### src/hdl/dual_core_stop_edge_detector_core_macros.svh
// assertion helpers included by the top rtl file
`ifndef DUAL_CORE_STOP_EDGE_DETECTOR_CORE_MACROS_SVH
`define DUAL_CORE_STOP_EDGE_DETECTOR_CORE_MACROS_SVH

// condition must never hold outside reset
`define DSED_ASSERT_NEVER(label, clk, rst_n, cond, msg) \
    label: assert property (@(posedge clk) disable iff (!rst_n) !(cond)) \
        else $error(msg);

// same-cycle implication
`define DSED_ASSERT_IMPLY(label, clk, rst_n, ante, cons, msg) \
    label: assert property (@(posedge clk) disable iff (!rst_n) (ante) |-> (cons)) \
        else $error(msg);

// next-cycle implication
`define DSED_ASSERT_NEXT(label, clk, rst_n, ante, cons, msg) \
    label: assert property (@(posedge clk) disable iff (!rst_n) (ante) |=> (cons)) \
        else $error(msg);

`endif

### src/hdl/dsed_pkg.sv
`timescale 1ns / 1ps

package dsed_pkg;

    localparam int unsigned CoreIdW   = 2;
    localparam int unsigned TickW     = 32;
    localparam int unsigned VerdictW  = 8;

    localparam logic [CoreIdW-1:0] CORE_A = 2'd0;
    localparam logic [CoreIdW-1:0] CORE_B = 2'd1;

    localparam logic [1:0] SEEN_NONE = 2'b00;
    localparam logic [1:0] SEEN_A    = 2'b01;
    localparam logic [1:0] SEEN_B    = 2'b10;
    localparam logic [1:0] SEEN_BOTH = 2'b11;

    typedef struct packed {
        logic [CoreIdW-1:0]  core_id;
        logic [TickW-1:0]    tick;
        logic [VerdictW-1:0] verdict;
    } report_t;

    typedef struct packed {
        logic press;
        logic mismatch;
    } result_t;

endpackage

### src/hdl/dual_core_stop_edge_detector_core.sv
`timescale 1ns / 1ps
//  channel  | signals                      | direction | moves
//  ---------+------------------------------+-----------+------------------------------
//  in       | in_valid in_ready            | sink      | item: core_id, tick, verdict
//  out      | out_valid out_ready          | source    | item: press, mismatch
//  cfg      | cfg_valid cfg_ready cfg_data | sink      | stop verdict code
//
//  one item per cycle sustained while the result side is not stalled; an accepted item
//  passes the input register, then evaluation, then the result register, where it shows valid
//  rst_n asynchronous, active low; clears stored ticks, verdicts, seen mask and edge history
//  a stalled result holds the result register, the input register still takes one more item
//  cfg is always ready; the stop code takes effect on the next evaluated item

module dual_core_stop_edge_detector_core
(
    input  logic                           clk,
    input  logic                           rst_n,
    input  logic                           in_valid,
    output logic                           in_ready,
    input  logic [dsed_pkg::CoreIdW-1:0]   core_id,
    input  logic [dsed_pkg::TickW-1:0]     tick,
    input  logic [dsed_pkg::VerdictW-1:0]  verdict,
    output logic                           out_valid,
    input  logic                           out_ready,
    output logic                           press,
    output logic                           mismatch,
    input  logic                           cfg_valid,
    output logic                           cfg_ready,
    input  logic [dsed_pkg::VerdictW-1:0]  cfg_data
);

`include "dual_core_stop_edge_detector_core_macros.svh"

    logic              held_valid;
    dsed_pkg::report_t held_item;
    dsed_pkg::result_t eval_result;
    logic              advance;

    logic out_valid_reg, out_valid_next;
    logic press_reg;
    logic mismatch_reg;

    // held item moves into the result register whenever that register is free or draining
    assign advance   = held_valid && (!out_valid_reg || out_ready);
    assign cfg_ready = 1'b1;

    dsed_in_stage u_in_stage
    (
        .clk        (clk),
        .rst_n      (rst_n),
        .in_valid   (in_valid),
        .in_ready   (in_ready),
        .core_id    (core_id),
        .tick       (tick),
        .verdict    (verdict),
        .advance    (advance),
        .held_valid (held_valid),
        .held_item  (held_item)
    );

    // per-core state and edge history update only when the item is committed
    dsed_eval u_eval
    (
        .clk      (clk),
        .rst_n    (rst_n),
        .fire     (advance),
        .item     (held_item),
        .cfg_we   (cfg_valid && cfg_ready),
        .cfg_code (cfg_data),
        .result   (eval_result)
    );

    always_comb
    begin
        if (advance)
        begin
            out_valid_next = 1'b1;
        end
        else if (out_ready)
        begin
            out_valid_next = 1'b0;
        end
        else
        begin
            out_valid_next = out_valid_reg;
        end
    end

    always_ff @(posedge clk or negedge rst_n)
    begin
        if (!rst_n)
        begin
            out_valid_reg <= 1'b0;
        end
        else
        begin
            out_valid_reg <= out_valid_next;
        end
    end

    // result payload, loaded together with the valid flag
    always_ff @(posedge clk)
    begin
        if (advance)
        begin
            press_reg    <= eval_result.press;
            mismatch_reg <= eval_result.mismatch;
        end
    end

    assign out_valid = out_valid_reg;
    assign press     = press_reg;
    assign mismatch  = mismatch_reg;

    // both-stop and disagree are exclusive, so the two pulses never coincide
    `DSED_ASSERT_NEVER(a_excl_pulses, clk, rst_n, out_valid && press && mismatch, "press and mismatch together")
    // input stalls only when both stages are full and the result is blocked
    `DSED_ASSERT_IMPLY(a_stall_cause, clk, rst_n, !in_ready, held_valid && out_valid && !out_ready, "input stalled without cause")
    // a report from an unknown core yields an all-zero result
    `DSED_ASSERT_NEXT(a_bad_core_zero, clk, rst_n, advance && (held_item.core_id != dsed_pkg::CORE_A) && (held_item.core_id != dsed_pkg::CORE_B), out_valid && !press && !mismatch, "unknown core produced a pulse")

endmodule

### src/hdl/dsed_eval.sv
`timescale 1ns / 1ps

module dsed_eval
(
    input  logic                           clk,
    input  logic                           rst_n,
    input  logic                           fire,
    input  dsed_pkg::report_t              item,
    input  logic                           cfg_we,
    input  logic [dsed_pkg::VerdictW-1:0]  cfg_code,
    output dsed_pkg::result_t              result
);

    logic [dsed_pkg::TickW-1:0]    tick_a_reg, tick_a_next;
    logic [dsed_pkg::TickW-1:0]    tick_b_reg, tick_b_next;
    logic [dsed_pkg::VerdictW-1:0] verd_a_reg, verd_a_next;
    logic [dsed_pkg::VerdictW-1:0] verd_b_reg, verd_b_next;
    logic [1:0]                    seen_reg, seen_next;
    logic                          primed_reg, primed_next;
    logic                          both_reg, both_next;
    logic                          dis_reg, dis_next;
    logic [dsed_pkg::VerdictW-1:0] code_reg;

    logic is_a, is_b, complete, stop_a, stop_b, both, dis;

    always_comb
    begin
        is_a = (item.core_id == dsed_pkg::CORE_A);
        is_b = (item.core_id == dsed_pkg::CORE_B);

        tick_a_next = is_a ? item.tick : tick_a_reg;
        tick_b_next = is_b ? item.tick : tick_b_reg;
        verd_a_next = is_a ? item.verdict : verd_a_reg;
        verd_b_next = is_b ? item.verdict : verd_b_reg;
        seen_next   = seen_reg | (is_a ? dsed_pkg::SEEN_A : dsed_pkg::SEEN_NONE)
                               | (is_b ? dsed_pkg::SEEN_B : dsed_pkg::SEEN_NONE);

        complete = (is_a || is_b) && (seen_next == dsed_pkg::SEEN_BOTH)
                   && (tick_a_next == tick_b_next);
        stop_a   = (verd_a_next == code_reg);
        stop_b   = (verd_b_next == code_reg);
        both     = stop_a && stop_b;
        dis      = stop_a != stop_b;

        primed_next = primed_reg || complete;
        both_next   = complete ? both : both_reg;
        dis_next    = complete ? dis : dis_reg;

        result.press    = complete && primed_reg && both && !both_reg;
        result.mismatch = complete && primed_reg && dis && !dis_reg;
    end

    always_ff @(posedge clk or negedge rst_n)
    begin
        if (!rst_n)
        begin
            tick_a_reg <= '0;
            tick_b_reg <= '0;
            verd_a_reg <= '0;
            verd_b_reg <= '0;
            seen_reg   <= dsed_pkg::SEEN_NONE;
            primed_reg <= 1'b0;
            both_reg   <= 1'b0;
            dis_reg    <= 1'b0;
            code_reg   <= '0;
        end
        else
        begin
            if (fire)
            begin
                tick_a_reg <= tick_a_next;
                tick_b_reg <= tick_b_next;
                verd_a_reg <= verd_a_next;
                verd_b_reg <= verd_b_next;
                seen_reg   <= seen_next;
                primed_reg <= primed_next;
                both_reg   <= both_next;
                dis_reg    <= dis_next;
            end
            if (cfg_we)
            begin
                code_reg <= cfg_code;
            end
        end
    end

endmodule

### src/hdl/dsed_in_stage.sv
`timescale 1ns / 1ps

module dsed_in_stage
(
    input  logic                           clk,
    input  logic                           rst_n,
    input  logic                           in_valid,
    output logic                           in_ready,
    input  logic [dsed_pkg::CoreIdW-1:0]   core_id,
    input  logic [dsed_pkg::TickW-1:0]     tick,
    input  logic [dsed_pkg::VerdictW-1:0]  verdict,
    input  logic                           advance,
    output logic                           held_valid,
    output dsed_pkg::report_t              held_item
);

    logic              valid_reg, valid_next;
    dsed_pkg::report_t item_reg;

    // slot frees when its item moves on
    assign in_ready   = !valid_reg || advance;
    assign held_valid = valid_reg;
    assign held_item  = item_reg;

    always_comb
    begin
        valid_next = (in_valid && in_ready) ? 1'b1 : (advance ? 1'b0 : valid_reg);
    end

    always_ff @(posedge clk or negedge rst_n)
    begin
        if (!rst_n)
        begin
            valid_reg <= 1'b0;
        end
        else
        begin
            valid_reg <= valid_next;
        end
    end

    always_ff @(posedge clk)
    begin
        if (in_valid && in_ready)
        begin
            item_reg.core_id <= core_id;
            item_reg.tick    <= tick;
            item_reg.verdict <= verdict;
        end
    end

endmodule

### config.mk
export PLATFORM = sky130hd
export DESIGN_NAME = dual_core_stop_edge_detector_core
export DESIGN_NICKNAME = d
export VERILOG_FILES = /design/src/hdl/dsed_pkg.sv /design/src/hdl/dual_core_stop_edge_detector_core.sv /design/src/hdl/dsed_eval.sv /design/src/hdl/dsed_in_stage.sv
export VERILOG_INCLUDE_DIRS = /design/src /design/src/hdl
export SDC_FILE = /design/constraint.sdc
export NUM_CORES = 1
export LEC_CHECK = 0
export BUFFER_PORTS_ARGS = -buffer_cell sky130_fd_sc_hd__buf_2
export CORE_UTILIZATION = 40
export CTS_BUF_LIST = sky130_fd_sc_hd__clkbuf_8
export DETAILED_ROUTE_END_ITERATION = 6
export SETUP_SLACK_MARGIN = 0.5
export SLEW_MARGIN = 20
export SYNTH_ARGS = -nofsm -noshare
export SYNTH_HDL_FRONTEND = slang
export SYNTH_SLANG_ARGS = --single-unit
### constraint.sdc
create_clock -name clk -period 2.6 [get_ports clk]
set_input_delay 0.39 -clock clk [delete_from_list [all_inputs] [get_ports clk]]
set_output_delay 0.39 -clock clk [all_outputs]
set_load 0.005 [all_outputs]
==> results.ini, run 1 <==
[global_routing]
grt_pass1_wl_um = 22670
antenna_found_initial = 0
grt_pass1_vias = 4307
grt_start_max_net_pins = 50
grt.total_usage = 0.1865
grt_overflow = 0

[placed_design]
io_buffers = 58
hpwlAfterDp_um = 9443
placed_area_sq_um = 6957
gp_congestion = 0.8725

[logic_synthesis]
synthXorXnorAreaFrac = 0.06916
synth_seq_area_share = 0.5841
synth_warnings = 0
synth_fa_ha_area_frac = 0.001976
ys.flop_type = dfrtp_1
synth_cell_types = 50
yosys.area.top_type = dfrtp_1
syn_avg_cell_area_sq_um = 12.98
syn-num-nets = 544
synth_area_leaders = dfrtp_1, edfxtp_1, mux2_2
syn_inst = 488
synthArstFlopShare = 0.6835
synth_edf_count = 44
synth_top_family_by_area = multiplexers
synth_compound_area_frac = 0.08220
yosys.area_share.simple = 0.06520
synth_top_cell_area_share = 0.3754
muxShareOfSynthArea = 0.1652
synth.ff_latch_count = 139
mappedNetlistArea_sq_um = 6332

[timing]
fin_crit_ns = 2.415
max_slew_margin = 0.5715
setup_viol_count_final = 0
tightest_slew_ns = 0.6427
final.setup_skew_ns = 0.01431
fmax_mhz = 414.1
period_share = 0.9289
setup_tns_ns = 0
final_hold_viol_count = 0
rsz0062_at_grt = true
report.final.slew_viol_count = 0

[worst_hold_path]
min_path_type = input pin to flop

[cells_and_area]
fin_util = 0.5019
areaGrowthSynthToFinish_pct = 21.38
final_common_cell = dfrtp_1
nets = 626
final_cell_mix = dfrtp_1, mux2_2, buf_2
antennaDiodeCount = 0
largest_register_ffs = 42
drive_gt1_frac = 0.3499
stdcell_area_sq_um = 7686

[floorplanning]
die_h_um = 127.8
rows = 45
die_x_um = 127.8
start_util = 0.4135
ios = 60
die-area_sq_um = 16340
core_area_sq_um = 15310

[clock_network]
cts_tree = yes
numCtsBuffers = 17
cts_buffer_depth = 2
clk_latency_ns = 0.46
cts-root-buf = clkbuf_8
clkSinkCount = 139
path_clk_slew_ns = 0.09
ctsHtreeMaxLevel = 4

[power]
powerDensity_nw_per_um2 = 833.7
fin_total_pwr_mw = 6.408
p_leak_nw = 3.277
ir_drop_v = 0.0005984

[routing]
top_layer_used = met4
m1WireLength_um = 6372
drt_iter0_markers = 214
wl_per_cell_um = 17.71
first_pass_iters = 4
vias = 4076
drcViolationCount = 0
met3_length_um = 502
via_per_inst = 5.134
wl_met2_um = 6992
wl_um = 14070
final_antenna_net_count = 0

[setup_path]
cp_max_fo = 7
critPathKind = flop to flop
startpoint_type = flop
critical-path-max-stage-delay_ns = 0.44
arrival_ns = 2.75
r2r_setup_slack_ns = 0.18
critPathRequiredTime_ns = 2.94
cp_cell_sequence = buf_12, buf_4, a32o_1, o21ai_1, o2111ai_1, and4b_2, and4bb_2, mux2_1
cp-end-kind = flop
cp_slowest_cell = edfxtp_1

[run_status]
status = complete, no violations

[run]
cap_viol_max_count = 0

## final cells by class
class / count / area [sq um]
fill: 1371 / 7629
sequential: 139 / 3699
multi-input combinational: 302 / 2516
timing repair buffer: 83 / 593.1
clock inverter: 14 / 265.3
tap: 211 / 264.0
clock buffer: 18 / 247.7
inverter: 27 / 101.3
## worst max-delay path, delay by kind of cell, from the launching register on
kind / cells / cell delay [ns]
AOI/OAI and AO/OA: 3 / 0.56
buffers and inverters: 2 / 0.32
DFF: 1 / 0.44
muxes: 1 / 0.32
and+or+nand+nor: 2 / 0.64
## cells by family after synthesis
logic type / count (synthesis)
flip-flops: 139
multiplexers: 96
AND/OR/NAND/NOR: 79
AO/OA/AOI/OAI: 75
XOR/XNOR: 50
buffers and inverters: 47
adder cells (fa/ha/maj): 1
other: 1
## final timing paths
kind | startpoint | to | depth (start not counted)
min reg2reg | u_eval.seen_reg[1] | u_eval.seen_reg[1] | 1
min in group asynchronous | rst_n | u_eval.tick_b_reg[25] | 2
max in group asynchronous | rst_n | u_eval.tick_a_reg[16] | 3
max | u_in_stage.held_item[40] | u_eval.dis_reg | 8
max reg2reg | u_in_stage.held_item[40] | u_eval.dis_reg | 8
min | tick[13] | u_in_stage.held_item[21] | 1
## Yosys cell counts, types with 4 or more instances
library cell   n
a21oi_1        5
and2_1         4
buf_2          4
clkbuf_1      10
dfrtp_1       95
edfxtp_1      44
inv_1         26
mux2_2        66
mux2i_1       28
nand2_1       30
nand2b_1      13
nand4_1        7
nor2_1         6
nor4_1         4
o2111ai_1      4
o21ai_0       27
o22ai_1       11
xnor2_1       24
xor2_1        26
## stage by stage
step | hold slack [ns] | worst slack, ns | cells
global route | 0.07038 | 0.07787 | 794
detailed placement | 0.4554 | 0.1198 | 748
global placement | 0.4476 | 0.2283 | 748
floorplan | 0.09441 | 0.4731 | 488
finish | 0.09871 | 0.1849 | 794
CTS | 0.07363 | 0.2106 | 793
## per-layer routing
| metal | up-vias | global-route usage |
|---|---|---|
| li1 | 1934 | - |
| met1 | 2053 | 0.2334 |
| met2 | 75 | 0.3127 |
| met3 | 14 | 0.04633 |
| met4 | 0 | 0.06851 |
| met5 | - | 0 |
## power breakdown
part	leakage (nW)	total (mW)	internal [mW]	switching [mW]
Sequential	1.56	3.00	2.65	0.345
Combinational	1.47	1.17	0.640	0.533
Clock	0.250	2.24	1.37	0.869
## what timing repair did
item / in CTS / in global routing
hold buffers: 1 / 0
buffers inserted: 11 / 1
gates cloned: 1 / 0
pin swaps: 11 / 3
gates resized for setup: 14 / 7
endpoints found under the setup margin: 12 / 32
endpoints found under the hold margin: 46 / 0
No activity file was read; power rests on OpenSTA's default activity.
==> run 2: changes to the inputs <==
CORE_ASPECT_RATIO = 1.4   (was not set)
clock period = 3.05 ns   (was 2.6 ns; I/O delays follow)
==> results.ini, run 2 (same netlist as run 1, synthesis figures left out) <==
[run_status]
status = complete, no violations

[timing]
fin_crit_ns = 2.460  ; +0.04532 ns
hold_slack_ns = 0.07287  ; -0.02584 ns
final.setup_skew_ns = 0.01485  ; +0.0005473 ns
max_slew_margin = 0.4398  ; -0.1318
setup_viol_count_final = 0  ; unchanged
tightest_slew_ns = 0.8403  ; +0.1976 ns
final_hold_viol_count = 0  ; unchanged
period_share = 0.8067  ; -0.1222
setup_tns_ns = 0  ; unchanged
fmax_mhz = 406.4  ; -1.8%
rsz0062_at_grt = true
report.final.slew_viol_count = 0  ; unchanged

[cells_and_area]
n_fill_cell = 1391  ; +1.5%
nets = 624  ; -0.32%
largest_register_ffs = 42  ; unchanged
final_common_cell = dfrtp_1
stdcell_area_sq_um = 7463  ; -2.9%
drive_gt1_frac = 0.3442  ; -0.005680
final_cell_count_no_fill = 777  ; -2.1%
antennaDiodeCount = 0  ; unchanged
areaGrowthSynthToFinish_pct = 17.86
final_cell_mix = dfrtp_1, mux2_2, buf_2

[clock_network]
clkSinkCount = 139  ; unchanged
postCtsHoldBufs = 0  ; -1
numCtsBuffers = 17  ; unchanged
path_clk_slew_ns = 0.09  ; about the same
cts_tree = yes
ctsHtreeMaxLevel = 4  ; unchanged
cts-root-buf = clkbuf_8
clk_latency_ns = 0.47  ; about the same
cts_buffer_depth = 2  ; unchanged

[power]
power_frac_seq = 0.505  ; +0.037
p_leak_nw = 3.183  ; -2.8%
combPwrFrac = 0.196  ; +0.013
p_sw_mw = 1.527  ; -13%
netSwitchingFraction = 0.3018  ; +0.02920
power.clock.fraction = 0.300  ; -0.049
ir_drop_v = 0.0003012  ; -50%
powerDensity_nw_per_um2 = 677.9  ; -19%
p_int_mw = 3.532  ; -24%

[floorplanning]
rows = 54  ; +20%
die_h_um = 150.9  ; +18%
die-area_sq_um = 16340  ; about the same
ios = 60  ; unchanged
start_util = 0.4075  ; -0.005992
die_x_um = 108.3  ; -15%
core_area_sq_um = 15540  ; +1.5%

[setup_path]
crit_family = simple AND/OR/NAND/NOR gates
r2r-end = u_eval.dis_reg
critPathKind = flop to flop
cp_slowest_cell = edfxtp_1
cp-end-kind = flop
cp_num_cells = 9  ; +1
setup.worst_path.end = u_eval.dis_reg
reg2regPathDepth = 9  ; +1
r2r_start = u_in_stage.held_item[40]
startpoint = u_in_stage.held_item[40]
cp_cell_sequence = buf_6, clkbuf_16, buf_4, mux2i_1, xnor2_1, nor4_1, a21oi_1, and4bb_2, mux2_1
r2r_setup_slack_ns = 0.59  ; +0.40 ns
critical-path-max-stage-delay_ns = 0.48  ; +0.04 ns
critPathRequiredTime_ns = 3.40  ; +0.46 ns
worst-path-buf-inv = 3  ; +1
arrival_ns = 2.81  ; +0.06 ns
cp_max_fo = 6  ; -1
startpoint_type = flop

[global_routing]
grt.total_usage = 0.1890  ; +0.002501
grt_start_max_net_pins = 61  ; +22%
antenna_found_initial = 0  ; unchanged
grt_overflow = 0  ; unchanged
grt_pass1_vias = 4282  ; -0.58%
grt_pass1_wl_um = 22600  ; -0.27%

[placed_design]
io_buffers = 58  ; unchanged
gp_congestion = 0.8956  ; +2.6%
dp_cells = 733  ; -2.0%
placed_area_sq_um = 6885  ; -1.0%
hpwlAfterDp_um = 9767  ; +3.4%

[run]
cap_viol_max_count = 0  ; unchanged

[routing]
vias = 4146  ; +1.7%
wl_um = 14200  ; +0.92%
via_per_inst = 5.336  ; +3.9%
final_antenna_net_count = 0  ; unchanged
drt_iter0_markers = 220  ; +2.8%
wl_per_cell_um = 18.27  ; +3.1%
first_pass_iters = 5  ; +1
drcViolationCount = 0  ; unchanged

[worst_hold_path]
min_path_type = input pin to async pin

==> run 2: cell types whose count changed in the layout (fill, tap and decap cells not counted), sizes merged <==
cell,before,now
clkinvlp,2,4
inv,29,33
buf,82,80
bufinv,7,2
dlygate4sd3,1,0
==> run 2: through the flow <==
| stage | util | total power [mW] | setup slack (ns) |
|---|---|---|---|
| 2_1_floorplan | - | 3.214 | 0.8390 |
| 3_3_place_gp | 0.4431 | 3.503 | 0.4775 |
| 3_5_place_dp | 0.4431 | 3.533 | 0.4038 |
| 4_1_cts | 0.4693 | 5.060 | 0.5101 |
| 5_1_grt | 0.4803 | 5.327 | 0.4564 |
| 6_report | 0.4803 | 5.059 | 0.5896 |
==> run 2: worst min-delay path by stage <==
stage,from,end,slack [ns],cells past startpoint
6_report,rst_n,u_eval.verd_b_reg[1],0.07,1
5_1_grt,rst_n,u_eval.verd_b_reg[1],0.13,1
4_1_cts,rst_n,u_eval.code_reg[1],0.11,1
3_5_place_dp,u_eval.seen_reg[0],u_eval.seen_reg[0],0.46,1
3_3_place_gp,u_eval.seen_reg[1],u_eval.seen_reg[1],0.46,1
2_1_floorplan,rst_n,out_valid,0.16,0
==> run 2: power by group through the flow <==
stage          Clock [mW]  Sequential (mW)  Combinational (mW)
2_1_floorplan           0             2.49               0.723
3_3_place_gp            0             2.57               0.929
3_5_place_dp            0             2.58               0.949
6_report             1.52             2.55               0.990
4_1_cts              1.55             2.55               0.960
5_1_grt              1.63             2.60                1.10
==> run 2: final cells by class <==
type	count	area [sq um]	share of cell area
flip-flops and latches	139	3699	0.4956
multi-input cells	302	2500	0.3350
repair buffers	81	521.8	0.06991
well taps	196	245.2	0.03286
clock buffers	17	234.0	0.03135
clock inverters	15	162.7	0.02179
inverters	27	101.3	0.01358
==> run 2: per-layer routing <==
layer	GRT usage	vias to the layer above	part of all wire
li1	-	1928	-
met1	0.2312	2092	0.42
met2	0.3146	100	0.52
met3	0.04690	26	0.038
met4	0.08311	0	0.023
met5	0	-	0
==> run 2: worst reg2reg max path, delay by kind of cell, from the launching register on <==
family	cells	cell delay, ns
compound gates	1	0.19
simple gates	2	0.61
flops	1	0.48
buf+inv	3	0.49
xor+xnor	1	0.08
mux	2	0.51
==> run 2: repair_timing <==
action | 4_1_cts | 5_1_grt
pin swaps | 0 | 8
setup buffers | 0 | 10
gates resized for setup | 3 | 15
gates cloned | 0 | 2
setup endpoints to repair | 2 | 4
==> run 3: changes to the inputs <==
clock period = 2.4 ns   (was 3.05 ns; I/O delays follow)
==> results.ini, run 3 (same netlist as run 1, synthesis figures left out) <==
[run_status]
status = finished, violations left
violations = setup timing

[clock_network]
ctsHtreeMaxLevel = 4  ; unchanged
numCtsBuffers = 17  ; unchanged
cts-root-buf = clkbuf_8
cts_tree = yes
clk_latency_ns = 0.46  ; about the same
cts_buffer_depth = 2  ; unchanged
clkSinkCount = 139  ; unchanged
path_clk_slew_ns = 0.08  ; about the same

[global_routing]
grt_pass1_vias = 4364  ; +1.9%
grt_start_max_net_pins = 53  ; -13%
grt_overflow = 0  ; unchanged
grt.total_usage = 0.1958  ; +0.006845
antenna_found_initial = 0  ; unchanged
grt_pass1_wl_um = 23230  ; +2.8%

[cells_and_area]
drive_gt1_frac = 0.3573  ; +0.01303
multiInputGateArea_sq_um = 2509  ; +0.35%
antennaDiodeCount = 0  ; unchanged
n_fill_cell = 1429  ; +2.7%
stdcell_area_sq_um = 7647  ; +2.5%
largest_register_ffs = 42  ; unchanged
areaGrowthSynthToFinish_pct = 20.77
nets = 642  ; +2.9%
fin_util = 0.4921  ; +0.01184
final_common_cell = dfrtp_1
final_cell_count_no_fill = 795  ; +2.3%
seq_area_sq_um = 3699  ; unchanged
final_cell_mix = dfrtp_1, mux2_2, buf_2

[routing]
wl_um = 14400  ; +1.5%
drt_iter0_markers = 139  ; -37%
first_pass_iters = 4  ; -1
via_per_inst = 5.182  ; -2.9%
drcViolationCount = 0  ; unchanged
final_antenna_net_count = 0  ; unchanged
wl_per_cell_um = 18.12  ; -0.83%
vias = 4120  ; -0.63%

[power]
power.clock.fraction = 0.315  ; +0.015
netSwitchingFraction = 0.2850  ; -0.01683
p_sw_mw = 1.883  ; +23%
combPwrFrac = 0.199  ; +0.003
powerDensity_nw_per_um2 = 863.9  ; +27%
p_int_mw = 4.724  ; +34%
power_frac_seq = 0.486  ; -0.019
ir_drop_v = 0.0006507  ; +120%
p_leak_nw = 3.294  ; +3.5%
fin_total_pwr_mw = 6.607  ; +31%

[worst_hold_path]
hp-start = tick[28]
min_path_type = input pin to flop

[floorplanning]
rows = 54  ; unchanged
start_util = 0.4075  ; unchanged
die_x_um = 108.3  ; unchanged
die-area_sq_um = 16340  ; unchanged
die_h_um = 150.9  ; unchanged
ios = 60  ; unchanged
core_area_sq_um = 15540  ; unchanged

[placed_design]
post-place-ws_ns = -0.1091  ; -0.5129 ns
hpwlAfterDp_um = 10120  ; +3.6%
io_buffers = 58  ; unchanged
dp_cells = 756  ; +3.1%
gp_congestion = 0.8420  ; -6.0%
placed_area_sq_um = 7088  ; +2.9%

[run]
cap_viol_max_count = 0  ; unchanged

[timing]
fmax_mhz = 406.7  ; about the same
setup_tns_ns = -0.1320  ; -0.1320 ns
rsz0062_at_grt = true
final_hold_viol_count = 0  ; unchanged
setup_viol_count_final = 3  ; +3
setup_slack_ns = -0.05869  ; -0.6483 ns
max_slew_margin = 0.6460  ; +0.2062
report.final.slew_viol_count = 0  ; unchanged
period_share = 1.024  ; +0.2178
hold_slack_ns = 0.07070  ; -0.002167 ns
final.setup_skew_ns = 0.01073  ; -0.004125 ns
tightest_slew_ns = 0.5311  ; -0.3093 ns
fin_crit_ns = 2.459  ; -0.001739 ns

[setup_path]
crit_family = compound AO/OA/AOI/OAI gates
r2r_start = u_in_stage.held_item[16]
critical-path-max-stage-delay_ns = 0.51  ; +0.03 ns
startpoint = u_in_stage.held_item[16]
cp_cell_sequence = buf_4, a222oi_1, o2111ai_1, nand2_1, nand4_1, and4bb_2, mux2_4
critPathRequiredTime_ns = 2.74  ; -0.66 ns
cp-end-kind = flop
startpoint_type = flop
cp_max_fo = 4  ; -2
cp_slowest_cell = a222oi_1
worst-path-buf-inv = 1  ; -2
arrival_ns = 2.80  ; about the same
critPathKind = flop to flop

[run 3: power groups by stage]
stage                     Combinational, mW  Sequential [mW]  Clock [mW]
after global routing                   1.46             3.27        2.22
after floorplan                       0.928             3.16           0
final                                  1.32             3.21        2.08
after global placement                 1.29             3.23           0
after CTS                              1.32             3.21        2.13
after detailed placement               1.30             3.26           0
[run 3: worst paths after layout]
| kind | endpoint | slack, ns | cells past startpoint |
|---|---|---|---|
| worst min register to register | u_eval.seen_reg[0] | 0.48 | 1 |
| worst max register to register | u_eval.dis_reg | -0.06 | 7 |
| max in group asynchronous | u_eval.tick_b_reg[5] | 1.27 | 3 |
| min in group asynchronous | u_eval.code_reg[1] | 0.37 | 2 |
| worst min-delay path | u_in_stage.held_item[36] | 0.07 | 1 |
| worst max-delay path | u_eval.dis_reg | -0.06 | 7 |
[run 3: layer usage]
layer / part of all wire / GRT usage
met5: 0 / 0
met2: 0.52 / 0.3369
met1: 0.42 / 0.2293
met3: 0.026 / 0.03744
met4: 0.037 / 0.1054
[run 3: area by class of cell]
type / count / area share
flip-flops and latches: 139 / 0.4836
multi-input cells: 303 / 0.3280
repair buffers: 98 / 0.08639
well taps: 196 / 0.03207
clock buffers: 17 / 0.03060
clock inverters: 15 / 0.02601
inverters: 27 / 0.01325
[run 3: timing repair]
action / in CTS / in global routing
endpoints found under the setup margin: 36 / 31
resized for setup: 9 / 8
hold endpoints to repair: 29 / 0
hold buffers: 1 / 0
cloned: 1 / 0
buffers inserted: 4 / 1
pin swaps: 7 / 1
